## src/sv/odot_pkg.sv

```systemverilog
// Package for the off-delay output timer.
// Holds the operation codes, the item and result structs and the field widths.
// No dependencies; every other file of the block uses it.
package odot_pkg;

  localparam int unsigned TimeW   = 32;
  localparam int unsigned DelayW  = 31;
  localparam int unsigned FuncW   = 3;
  localparam int unsigned InDataW = 64;
  localparam int unsigned OutDataW = 40;

  // Operation carried in tuser
  typedef enum logic [FuncW-1:0] {
    FUNC_SET_REQUEST = 3'd0,
    FUNC_SET_DELAY   = 3'd1,
    FUNC_CANCEL      = 3'd2,
    FUNC_TICK        = 3'd3,
    FUNC_FORCE_OFF   = 3'd4
  } func_e;

  // One input item, held in the input register
  typedef struct packed {
    logic [FuncW-1:0]  func;
    logic              request_on;
    logic [TimeW-1:0]  now_ms;
    logic [DelayW-1:0] delay_ms;
  } item_t;

  // One result item
  typedef struct packed {
    logic              active;
    logic              countdown;
    logic              changed;
    logic [DelayW-1:0] remaining_ms;
  } result_t;

endpackage

```

## src/sv/odot_in_stage.sv

```systemverilog
// Input register of the off-delay output timer.
// Captures one transaction from the slave stream; depends on odot_pkg.
module odot_in_stage (
  input  logic                                clk_i,
  input  logic                                rst_ni,
  input  logic                                s_axis_tvalid,
  output logic                                s_axis_tready,
  input  logic [odot_pkg::InDataW-1:0]        s_axis_tdata,
  input  logic [odot_pkg::FuncW-1:0]          s_axis_tuser,
  input  logic                                advance_i,
  output logic                                valid_o,
  output odot_pkg::item_t                     item_o
);

  logic            valid_q, valid_d;
  odot_pkg::item_t item_q;
  logic            load;

  // Take a new transaction when empty or when the held one moves on
  assign s_axis_tready = !valid_q || advance_i;
  assign load          = s_axis_tvalid && s_axis_tready;

  always_comb begin
    valid_d = valid_q;
    if (load) begin
      valid_d = 1'b1;
    end else if (advance_i) begin
      valid_d = 1'b0;
    end
  end

  always_ff @(posedge clk_i or negedge rst_ni) begin
    if (!rst_ni) begin
      valid_q <= 1'b0;
    end else begin
      valid_q <= valid_d;
    end
  end

  // Unpack the payload; no reset needed
  always_ff @(posedge clk_i) begin
    if (load) begin
      item_q.func       <= s_axis_tuser;
      item_q.request_on <= s_axis_tdata[0];
      item_q.now_ms     <= s_axis_tdata[32:1];
      item_q.delay_ms   <= s_axis_tdata[63:33];
    end
  end

  assign valid_o = valid_q;
  assign item_o  = item_q;

endmodule

```

## src/sv/odot_core.sv

```systemverilog
// Timer state and next-state logic of the off-delay output timer.
// Works out one result per item and updates the state when it moves on; uses odot_pkg.
module odot_core (
  input  logic              clk_i,
  input  logic              rst_ni,
  input  logic              advance_i,
  input  odot_pkg::item_t   item_i,
  output odot_pkg::result_t result_o
);

  logic                          req_q, req_d;
  logic                          act_q, act_d;
  logic                          pend_q, pend_d;
  logic [odot_pkg::DelayW-1:0]   delay_q, delay_d;
  logic [odot_pkg::TimeW-1:0]    dl_q, dl_d;

  logic [odot_pkg::TimeW-1:0]    since_old;
  logic                          reached_old;
  logic [odot_pkg::TimeW-1:0]    arm_req;
  logic [odot_pkg::TimeW-1:0]    arm_new;
  logic [odot_pkg::TimeW-1:0]    since_new;
  logic [odot_pkg::TimeW-1:0]    left_new;
  logic [odot_pkg::DelayW-1:0]   remaining;

  // Wrap-safe test against the current deadline, and candidate deadlines
  assign since_old   = item_i.now_ms - dl_q;
  assign reached_old = !since_old[odot_pkg::TimeW-1];
  assign arm_req     = item_i.now_ms + {1'b0, delay_q};
  assign arm_new     = item_i.now_ms + {1'b0, item_i.delay_ms};

  // Next state for the operation
  always_comb begin
    req_d   = req_q;
    act_d   = act_q;
    pend_d  = pend_q;
    delay_d = delay_q;
    dl_d    = dl_q;
    unique case (item_i.func)
      odot_pkg::FUNC_SET_REQUEST: begin
        if (req_q == item_i.request_on) begin
          if (item_i.request_on) begin
            pend_d = 1'b0;
          end
        end else begin
          req_d = item_i.request_on;
          if (item_i.request_on) begin
            pend_d = 1'b0;
            act_d  = 1'b1;
          end else if (!act_q) begin
            pend_d = 1'b0;
          end else if (delay_q == '0) begin
            act_d  = 1'b0;
            pend_d = 1'b0;
          end else begin
            pend_d = 1'b1;
            dl_d   = arm_req;
          end
        end
      end
      odot_pkg::FUNC_SET_DELAY: begin
        delay_d = item_i.delay_ms;
        if (pend_q) begin
          if (item_i.delay_ms == '0) begin
            pend_d = 1'b0;
            act_d  = 1'b0;
          end else begin
            dl_d = arm_new;
          end
        end
      end
      odot_pkg::FUNC_CANCEL: begin
        pend_d = 1'b0;
      end
      odot_pkg::FUNC_TICK: begin
        if (pend_q && reached_old) begin
          pend_d = 1'b0;
          act_d  = 1'b0;
        end
      end
      odot_pkg::FUNC_FORCE_OFF: begin
        req_d  = 1'b0;
        pend_d = 1'b0;
        act_d  = 1'b0;
      end
      default: begin
      end
    endcase
  end

  // Time left against the updated deadline, saturated to 31 bits
  assign since_new = item_i.now_ms - dl_d;
  assign left_new  = dl_d - item_i.now_ms;

  always_comb begin
    remaining = '0;
    if (pend_d && since_new[odot_pkg::TimeW-1]) begin
      if (left_new[odot_pkg::TimeW-1]) begin
        remaining = '1;
      end else begin
        remaining = left_new[odot_pkg::DelayW-1:0];
      end
    end
  end

  assign result_o.active       = act_d;
  assign result_o.countdown    = pend_d;
  assign result_o.changed      = act_d ^ act_q;
  assign result_o.remaining_ms = remaining;

  // Commit the state as the item moves to the result register
  always_ff @(posedge clk_i or negedge rst_ni) begin
    if (!rst_ni) begin
      req_q   <= 1'b0;
      act_q   <= 1'b0;
      pend_q  <= 1'b0;
      delay_q <= '0;
      dl_q    <= '0;
    end else if (advance_i) begin
      req_q   <= req_d;
      act_q   <= act_d;
      pend_q  <= pend_d;
      delay_q <= delay_d;
      dl_q    <= dl_d;
    end
  end

  // A countdown only runs while the output is on
  a_pend_active: assert property (@(posedge clk_i) disable iff (!rst_ni)
    pend_q |-> act_q)
    else $error("countdown pending while output off");

  // State holds while no item moves on
  a_hold: assert property (@(posedge clk_i) disable iff (!rst_ni)
    !advance_i |=> $stable(act_q) && $stable(pend_q) && $stable(dl_q))
    else $error("timer state moved without an item");

endmodule

```

## src/sv/odot_out_stage.sv

```systemverilog
// Result register of the off-delay output timer.
// Holds one result transaction for the master stream; depends on odot_pkg.
module odot_out_stage (
  input  logic                            clk_i,
  input  logic                            rst_ni,
  input  logic                            load_i,
  input  odot_pkg::result_t               result_i,
  output logic                            busy_o,
  output logic                            m_axis_tvalid,
  input  logic                            m_axis_tready,
  output logic [odot_pkg::OutDataW-1:0]   m_axis_tdata
);

  logic              valid_q, valid_d;
  odot_pkg::result_t res_q;

  // Register is busy while a result waits and the sink stalls
  assign busy_o = valid_q && !m_axis_tready;

  always_comb begin
    valid_d = valid_q;
    if (load_i) begin
      valid_d = 1'b1;
    end else if (m_axis_tready) begin
      valid_d = 1'b0;
    end
  end

  always_ff @(posedge clk_i or negedge rst_ni) begin
    if (!rst_ni) begin
      valid_q <= 1'b0;
    end else begin
      valid_q <= valid_d;
    end
  end

  always_ff @(posedge clk_i) begin
    if (load_i) begin
      res_q <= result_i;
    end
  end

  // Pack the result, zero padding up to whole bytes
  assign m_axis_tvalid = valid_q;
  assign m_axis_tdata  = {6'd0, res_q.remaining_ms, res_q.changed,
                          res_q.countdown, res_q.active};

endmodule

```

## src/sv/off_delay_output_timer.sv

```systemverilog
// Off-delay output timer: one result transaction for every input transaction, in order.
// An item passes the input register, the timer logic and the result register, so a
// result is registered once its item moves on; one item per clock is sustained while the sink
// does not stall, as the timer state updates when each item moves between the two registers.
// Top level; depends on odot_pkg, odot_in_stage, odot_core and odot_out_stage.
module off_delay_output_timer (
  input  logic        clk_i,
  input  logic        rst_ni,
  input  logic        s_axis_tvalid,
  output logic        s_axis_tready,
  // request_on [0], now_ms [32:1], delay_ms [63:33]
  input  logic [63:0] s_axis_tdata,
  // func [2:0]
  input  logic [2:0]  s_axis_tuser,
  output logic        m_axis_tvalid,
  input  logic        m_axis_tready,
  // active [0], countdown [1], changed [2], remaining_ms [33:3], zero [39:34]
  output logic [39:0] m_axis_tdata
);

  logic              in_valid;
  odot_pkg::item_t   item;
  odot_pkg::result_t result;
  logic              out_busy;
  logic              advance;

  // Move an item on whenever the result register can take it
  assign advance = in_valid && !out_busy;

  odot_in_stage u_in (
    .clk_i         (clk_i),
    .rst_ni        (rst_ni),
    .s_axis_tvalid (s_axis_tvalid),
    .s_axis_tready (s_axis_tready),
    .s_axis_tdata  (s_axis_tdata),
    .s_axis_tuser  (s_axis_tuser),
    .advance_i     (advance),
    .valid_o       (in_valid),
    .item_o        (item)
  );

  odot_core u_core (
    .clk_i     (clk_i),
    .rst_ni    (rst_ni),
    .advance_i (advance),
    .item_i    (item),
    .result_o  (result)
  );

  odot_out_stage u_out (
    .clk_i         (clk_i),
    .rst_ni        (rst_ni),
    .load_i        (advance),
    .result_i      (result),
    .busy_o        (out_busy),
    .m_axis_tvalid (m_axis_tvalid),
    .m_axis_tready (m_axis_tready),
    .m_axis_tdata  (m_axis_tdata)
  );

  // An item that moves on always produces a result next cycle
  a_advance_out: assert property (@(posedge clk_i) disable iff (!rst_ni)
    advance |=> m_axis_tvalid)
    else $error("item advanced without a result");

  // Time left is only reported during a countdown
  a_rem_cool: assert property (@(posedge clk_i) disable iff (!rst_ni)
    m_axis_tvalid && (m_axis_tdata[33:3] != 31'd0) |-> m_axis_tdata[1])
    else $error("remaining time without countdown");

  // A countdown is only reported while the output is on
  a_cool_active: assert property (@(posedge clk_i) disable iff (!rst_ni)
    m_axis_tvalid && m_axis_tdata[1] |-> m_axis_tdata[0])
    else $error("countdown reported with output off");

endmodule

```

## config.mk

```make
export PLATFORM = sky130hd
export DESIGN_NAME = off_delay_output_timer
export DESIGN_NICKNAME = d
export VERILOG_FILES = /design/src/sv/odot_pkg.sv /design/src/sv/odot_in_stage.sv /design/src/sv/odot_core.sv /design/src/sv/odot_out_stage.sv /design/src/sv/off_delay_output_timer.sv
export SDC_FILE = /design/constraint.sdc
export NUM_CORES = 1
export LEC_CHECK = 0
export ABC_CLOCK_PERIOD_IN_PS = 14100
export BUFFER_PORTS_ARGS = -buffer_cell sky130_fd_sc_hd__buf_2
export CORE_MARGIN = 3
export CORE_UTILIZATION = 50
export CTS_BUF_LIST = sky130_fd_sc_hd__clkbuf_8
export DETAILED_ROUTE_END_ITERATION = 10
export GPL_TIMING_DRIVEN = 0
export PLACE_DENSITY = 0.79
export SLEW_MARGIN = 30
export SYNTH_ARGS = -nofsm -noshare
export SYNTH_HDL_FRONTEND = slang
export SYNTH_SLANG_ARGS = --single-unit
```

## constraint.sdc

```tcl
create_clock -name clk_i -period 14.1 [get_ports clk_i]
set_input_delay 0 -clock clk_i [delete_from_list [all_inputs] [get_ports clk_i]]
set_output_delay 0 -clock clk_i [all_outputs]
set_load 0.1 [all_outputs]
```

==> impl_metrics.tcl, run 1 <==
set metrics [dict create \
    status "completed" \
    synth_common_cells "154 x ha_1, 123 x nand2_1, 117 x inv_1" \
    grtUsageTotal 0.269 \
    cts_num_sinks 169 \
    multi_input_area_mm2 0.00802 \
    switching_share 0.451 \
    period_minus_slack_ns 6.79 \
    dieWidth_um 170 \
    intPower_mw 1.17 \
    drc_errors 0 \
    reg2reg_depth 21 \
    gr-total-overflow 0 \
    max_slew_margin 0.417 \
    rows 59 \
    fillers 2264 \
    final-seq-area_mm2 0.00473 \
    die_h_um 170 \
    cts-root-buf "clkbuf_8" \
    syn_inst 1437 \
    drive_gt1_frac 0.140 \
    async_reset_ff_frac 0.402 \
    synth_top_cell_by_area "edfxtp_1" \
    via_per_inst 5.98 \
    pin_count 113 \
    slew_viol_final 0 \
    pwr-share-seq 0.325 \
    finClkSkew_ns 0.0184 \
    comb_power_share 0.506 \
    synthesis.area_mm2 0.0134 \
    crit_type "reg2reg" \
    worstSetupEndpointType "register" \
    synth_edf_count 101 \
    final_util 0.595 \
    ys_warn_count 0 \
    yosys_register_bits 169 \
    drtIter0Drc 1095 \
    start_util 0.513 \
    synth_adder_area_share 0.148 \
    synth_compound_area_frac 0.243 \
    synth-simple-area-share 0.118 \
    setup_violations 0 \
    ant_nets 0 \
    p_sw_uw 960 \
    yosys-top-cells-area "edfxtp_1 23%, ha_1 14%, dfrtp_1 13%" \
    synth_top_family_by_area "compound AO/OA/AOI/OAI gates" \
    rsz0062_at_grt "false" \
    fmax_mhz 147 \
    grt_max_degree 45 \
    ys_seq_area_frac 0.352 \
    post_drt_wl_per_cell_um 19.4 \
    synth.most_common_cell "ha_1" \
    cts_made_buffers 17 \
    synth-xor-area-share 0.0553 \
    synth_cell_types 80 \
    die_area_mm2 0.0289 \
    p_leak_nw 6.90 \
    worst_slew_pin_slew_ns 0.864 \
    required_ns 14.34 \
    core_mm2 0.0262 \
    hpwlAfterDp_um 29700 \
    cts_buffer_depth 2 \
    grt_pass1_vias 11600 \
    synth_flop_cell "edfxtp_1" \
    fin_crit_sh 0.481 \
    wirelength_um 38600 \
    clkLatencyLatePin_ns 0.48 \
    syn_to_final_growth_pct 16.0 \
    fin_nets 1869 \
    hold_viol 0 \
    avgSynthCellArea_um2 9.35 \
    crit_fanout 10 \
    tritoncts "built" \
    port_buffers 106 \
    cts.clk_slew.worst_paths_ns 0.11 \
    min_path_type "in2async" \
    drv_cap 0 \
    total_power_mw 2.13 \
    tns_ns 0 \
    synthMuxAreaShare 0.0305 \
    p_per_area_mw_per_mm2 136 \
    antenna_found_initial 0 \
    yosysTopAreaCellShare 0.226 \
    cp.arrival_ns 7.02 \
    grt_pass1_wl_um 61100 \
    dr.pass1.iters 6 \
    vias 11900 \
    gp_routability_congestion 0.954 \
    start_kind "register" \
    pwr-share-clk 0.169 \
    insertedDiodeCount 0 \
    cts.htree.levels 4 \
    max-vdd-ir-drop_uv 70.8 \
]
-- stage by stage --
stage | std cells | cell area (µm²) | hold WS (ns) | setup slack [ns]
after global routing | 1989 | 15600 | 0.0230 | 6.86
final | 1989 | 15600 | 0.0126 | 7.31
after CTS | 1989 | 15600 | 0.00771 | 7.47
after detailed placement | 1885 | 14500 | -0.0515 | 7.51
after global placement | 1883 | 14400 | 0.176 | 7.53
after floorplan | 1442 | 13500 | -0.296 | 8.92
-- final cells by class --
type,count,share of cell area
plain buffers,51,0.0170
clock buffers,17,0.0150
clock inverters,15,0.0103
inverters,118,0.0284
multi-input cells,1104,0.515
flip-flops and latches,169,0.304
well taps,335,0.0269
repair buffers,180,0.0841
-- flip-flops by register name, indices dropped and copies added (netlist names) --
signal and cells:
u_in.item_o 67, u_out.m_axis_tdata 34, u_core.dl_q 32, u_core.delay_q 31, u_core.act_q 1, u_core.pend_q 1
u_core.req_q 1, u_in.valid_o 1, u_out.m_axis_tvalid 1
-- path summary, 6_finish.rpt --
path / endpoint / slack [ns] / start
max: u_out.m_axis_tdata[6]$_SDFFCE_PN0P_ / 7.31 / u_in.item_o[10]$_DFFE_PP_
min: u_core.delay_q[6]$_DFFE_PN0P_ / 0.01 / rst_ni
max reg2reg: u_out.m_axis_tdata[6]$_SDFFCE_PN0P_ / 7.31 / u_in.item_o[10]$_DFFE_PP_
min reg2reg: u_core.dl_q[1]$_DFFE_PN0P_ / 0.53 / u_core.dl_q[1]$_DFFE_PN0P_
max in group asynchronous: u_core.dl_q[21]$_DFFE_PN0P_ / 13.80 / rst_ni
min in group clk_i: u_in.item_o[28]$_DFFE_PP_ / 0.22 / s_axis_tdata[61]
-- power by group through the flow --
stage	sequential (mW)	clock (mW)	combinational [mW]
2_1_floorplan	0.759	0	0.739
3_3_place_gp	0.697	0	1.02
3_5_place_dp	0.698	0	1.04
4_1_cts	0.687	0.361	1.06
5_1_grt	0.699	0.385	1.19
6_report	0.691	0.360	1.08
-- layout by cell type, fill, tap and decap left out, drive strengths merged, types with 16 or more instances in the layout --
cell type,count
xnor2,52
a21o,53
o21a,16
o211ai,25
xor2,32
edfxtp,101
a21oi,137
inv,125
nand3,19
a211oi,19
a31oi,17
buf,125
nor4,17
ha,154
dlygate4sd3,71
dfrtp,68
nand2,123
nand2b,16
clkbuf,52
nand4,23
mux2,32
o21ai,105
nor2,69
-- critical path, cell delays in order, from the launching register on --
cell       delay [ns]
edfxtp_1         0.44
nor4_1           0.50
nand4_1          0.34
o31ai_1          0.49
clkbuf_1         0.40
nand2_1          0.20
nand3_1          0.35
clkbuf_1         0.59
a222oi_1         0.34
inv_1            0.11
ha_1             0.22
clkbuf_1         0.19
a21o_1           0.19
a21o_1           0.17
a2111oi_0        0.42
o21bai_1         0.13
a211o_1          0.33
a221oi_1         0.36
o21ai_1          0.16
xnor2_2          0.31
buf_6            0.24
a21oi_2          0.07
-- routing by layer --
| metal | track usage | share of wire | up-vias |
|---|---|---|---|
| met4 | 0.0984 | 0.034 | 0 |
| met2 | 0.430 | 0.45 | 504 |
| met5 | 0 | 0 | - |
| li1 | - | - | 5730 |
| met1 | 0.372 | 0.43 | 5578 |
| met3 | 0.0404 | 0.080 | 73 |
-- repair_timing --
action / CTS / global route
setup buffers: 0 / 0
hold endpoints to repair: 137 / 0
hold buffers: 72 / 0
gates resized for setup: 0 / 0
-- cells by family (layout without fill, tap and decap cells) --
logic type / after synthesis / count (layout)
muxes: 37 / 37
other: 1 / 6
and+or+nand+nor: 333 / 333
AOI/OAI and AO/OA: 487 / 487
adders and majority gates: 157 / 157
xor gates and xnor gates: 84 / 84
DFF: 169 / 169
buffers and inverters: 169 / 381
Note: power is estimated with default switching activity, not from simulation.
==> run 2, diff against run 1 <==
--- a/config.mk
+++ b/config.mk
@@ -5,7 +5,7 @@
 export SDC_FILE = /design/constraint.sdc
 export NUM_CORES = 1
 export LEC_CHECK = 0
-export ABC_CLOCK_PERIOD_IN_PS = 14100
+export ABC_CLOCK_PERIOD_IN_PS = 6800
 export BUFFER_PORTS_ARGS = -buffer_cell sky130_fd_sc_hd__buf_2
 export CORE_MARGIN = 3
 export CORE_UTILIZATION = 50
==> constraint.sdc (replaced) <==
create_clock -name clk_i -period 6.8 [get_ports clk_i]
set_input_delay 0 -clock clk_i [delete_from_list [all_inputs] [get_ports clk_i]]
set_output_delay 0 -clock clk_i [all_outputs]
set_load 0.1 [all_outputs]
==> impl_metrics.tcl, run 2 (same netlist as run 1, synthesis figures left out) <==
set metrics [dict create \
    status "completed" \
    cts_buffer_depth 2 \
    cp.arrival_ns 6.76 \
    max_slew_margin 0.333 \
    final_common_cell "ha_1" \
    hpwlAfterDp_um 29700 \
    drtIter0Drc 1114 \
    drv_cap 0 \
    routed.top_layer "met4" \
    post_dp_cell_area_mm2 0.0145 \
    grt_max_degree 45 \
    antenna_found_initial 0 \
    via_per_inst 6.01 \
    max-vdd-ir-drop_uv 147 \
    final_util 0.595 \
    hold_viol 0 \
    crit_fanout 10 \
    reg2reg_from "u_in.item_o[31]$_DFFE_PP_" \
    die_h_um 170 \
    drc_errors 0 \
    insertedDiodeCount 0 \
    required_ns 7.04 \
    grt_pass1_wl_um 61100 \
    start_util 0.513 \
    fin_crit_sh 0.958 \
    dr.pass1.iters 6 \
    cts-root-buf "clkbuf_8" \
    gr-total-overflow 0 \
    route.met2.wl_um 17400 \
    wirelength_um 38600 \
    final_cell_mix "154 x ha_1, 123 x nand2_1, 117 x inv_1" \
    p_per_area_mw_per_mm2 283 \
    drive_gt1_frac 0.142 \
    crit_type "reg2reg" \
    vias 11900 \
    finClkSkew_ns 0.0172 \
    cts.htree.levels 4 \
    tritoncts "built" \
    p_leak_nw 6.90 \
    syn_to_final_growth_pct 16.0 \
    reg2reg_depth 24 \
    ff2ff_setup_slack_ns 0.29 \
    rows 59 \
    worstSetupEndpointType "register" \
    met3WireLength_um 3070 \
    cp-startpoint "u_in.item_o[31]$_DFFE_PP_" \
    finalInstanceArea_mm2 0.0156 \
    wl_met1_um 16800 \
    slew_viol_final 0 \
    setup_violations 0 \
    total_power_mw 4.41 \
    fin_nets 1867 \
    tns_ns 0 \
    cts_made_buffers 17 \
    cts.clk_slew.worst_paths_ns 0.11 \
    post_drt_wl_per_cell_um 19.4 \
    clkLatencyLatePin_ns 0.48 \
    r2r_end "u_out.m_axis_tdata[6]$_SDFFCE_PN0P_" \
    grtUsageTotal 0.269 \
    core_mm2 0.0262 \
    grt_pass1_vias 11600 \
    gp_routability_congestion 0.954 \
    min_path_type "in2async" \
    cts_num_sinks 169 \
    period_minus_slack_ns 6.51 \
    rsz0062_at_grt "false" \
    die_area_mm2 0.0289 \
    worst_slew_pin_slew_ns 0.989 \
    start_kind "register" \
    pin_count 113 \
    largest_register_ffs 67 \
    ant_nets 0 \
    fmax_mhz 154 \
    port_buffers 106 \
    dieWidth_um 170 \
]
-- run 2: worst max-delay path, stage by stage (launching register included) --
cell and delay (ns):
edfxtp_1 0.47, ha_1 0.26, inv_1 0.08, fa_1 0.42
nor2b_1 0.25, o31ai_1 0.15, a21oi_1 0.26, a41oi_1 0.28
o21a_1 0.33, o31ai_2 0.30, nand2_1 0.10, xnor2_1 0.29
o22ai_1 0.24, a21o_1 0.22, ha_1 0.43, nand3_1 0.18
or3_1 0.51, nor3_1 0.22, o2bb2ai_1 0.21, a211o_1 0.20
a221oi_1 0.11, o21ai_1 0.25, xnor2_2 0.21, buf_6 0.24
a21oi_2 0.07
-- run 2: routing by layer --
metal | track usage | up-vias
met2 | 0.430 | 533
met5 | 0 | -
met4 | 0.0984 | 0
li1 | - | 5722
met3 | 0.0404 | 84
met1 | 0.372 | 5602
-- run 2: area by class of cell --
cell class / count / area (µm²)
fill: 2261 / 10600
multi-input combinational: 1104 / 8030
sequential: 169 / 4730
timing repair buffer: 180 / 1310
inverter: 118 / 443
tap: 335 / 419
buffer: 49 / 260
clock buffer: 17 / 234
clock inverter: 15 / 160
-- run 2: worst max path at each step --
stage / to / cells after the start
floorplan: u_out.m_axis_tdata[32]$_SDFFCE_PN0P_ / 25
global placement: u_out.m_axis_tdata[6]$_SDFFCE_PN0P_ / 21
detailed placement: u_out.m_axis_tdata[6]$_SDFFCE_PN0P_ / 21
CTS: u_out.m_axis_tdata[6]$_SDFFCE_PN0P_ / 21
global route: u_out.m_axis_tdata[6]$_SDFFCE_PN0P_ / 24
finish: u_out.m_axis_tdata[6]$_SDFFCE_PN0P_ / 24
-- run 2: power by group --
part	internal [mW]	switching, mW	total [mW]
registers	1.27	0.165	1.43
clock network	0.305	0.441	0.746
logic	0.850	1.39	2.24
total	2.42	1.99	4.41
-- run 2: metrics by stage --
stage	hold slack, ns	std cells	setup slack, ns
global route	0.0230	1987	0.0121
global placement	0.176	1883	0.226
detailed placement	-0.0515	1885	0.213
CTS	0.00771	1989	0.168
finish	0.00770	1987	0.285
floorplan	-0.296	1442	1.62
-- run 2: timing repair --
action | in CTS | in global routing
endpoints found under the hold margin | 137 | 0
setup buffers | 0 | 0
resized for setup | 0 | 5
endpoints found under the setup margin | 0 | 31
hold buffers | 72 | 0
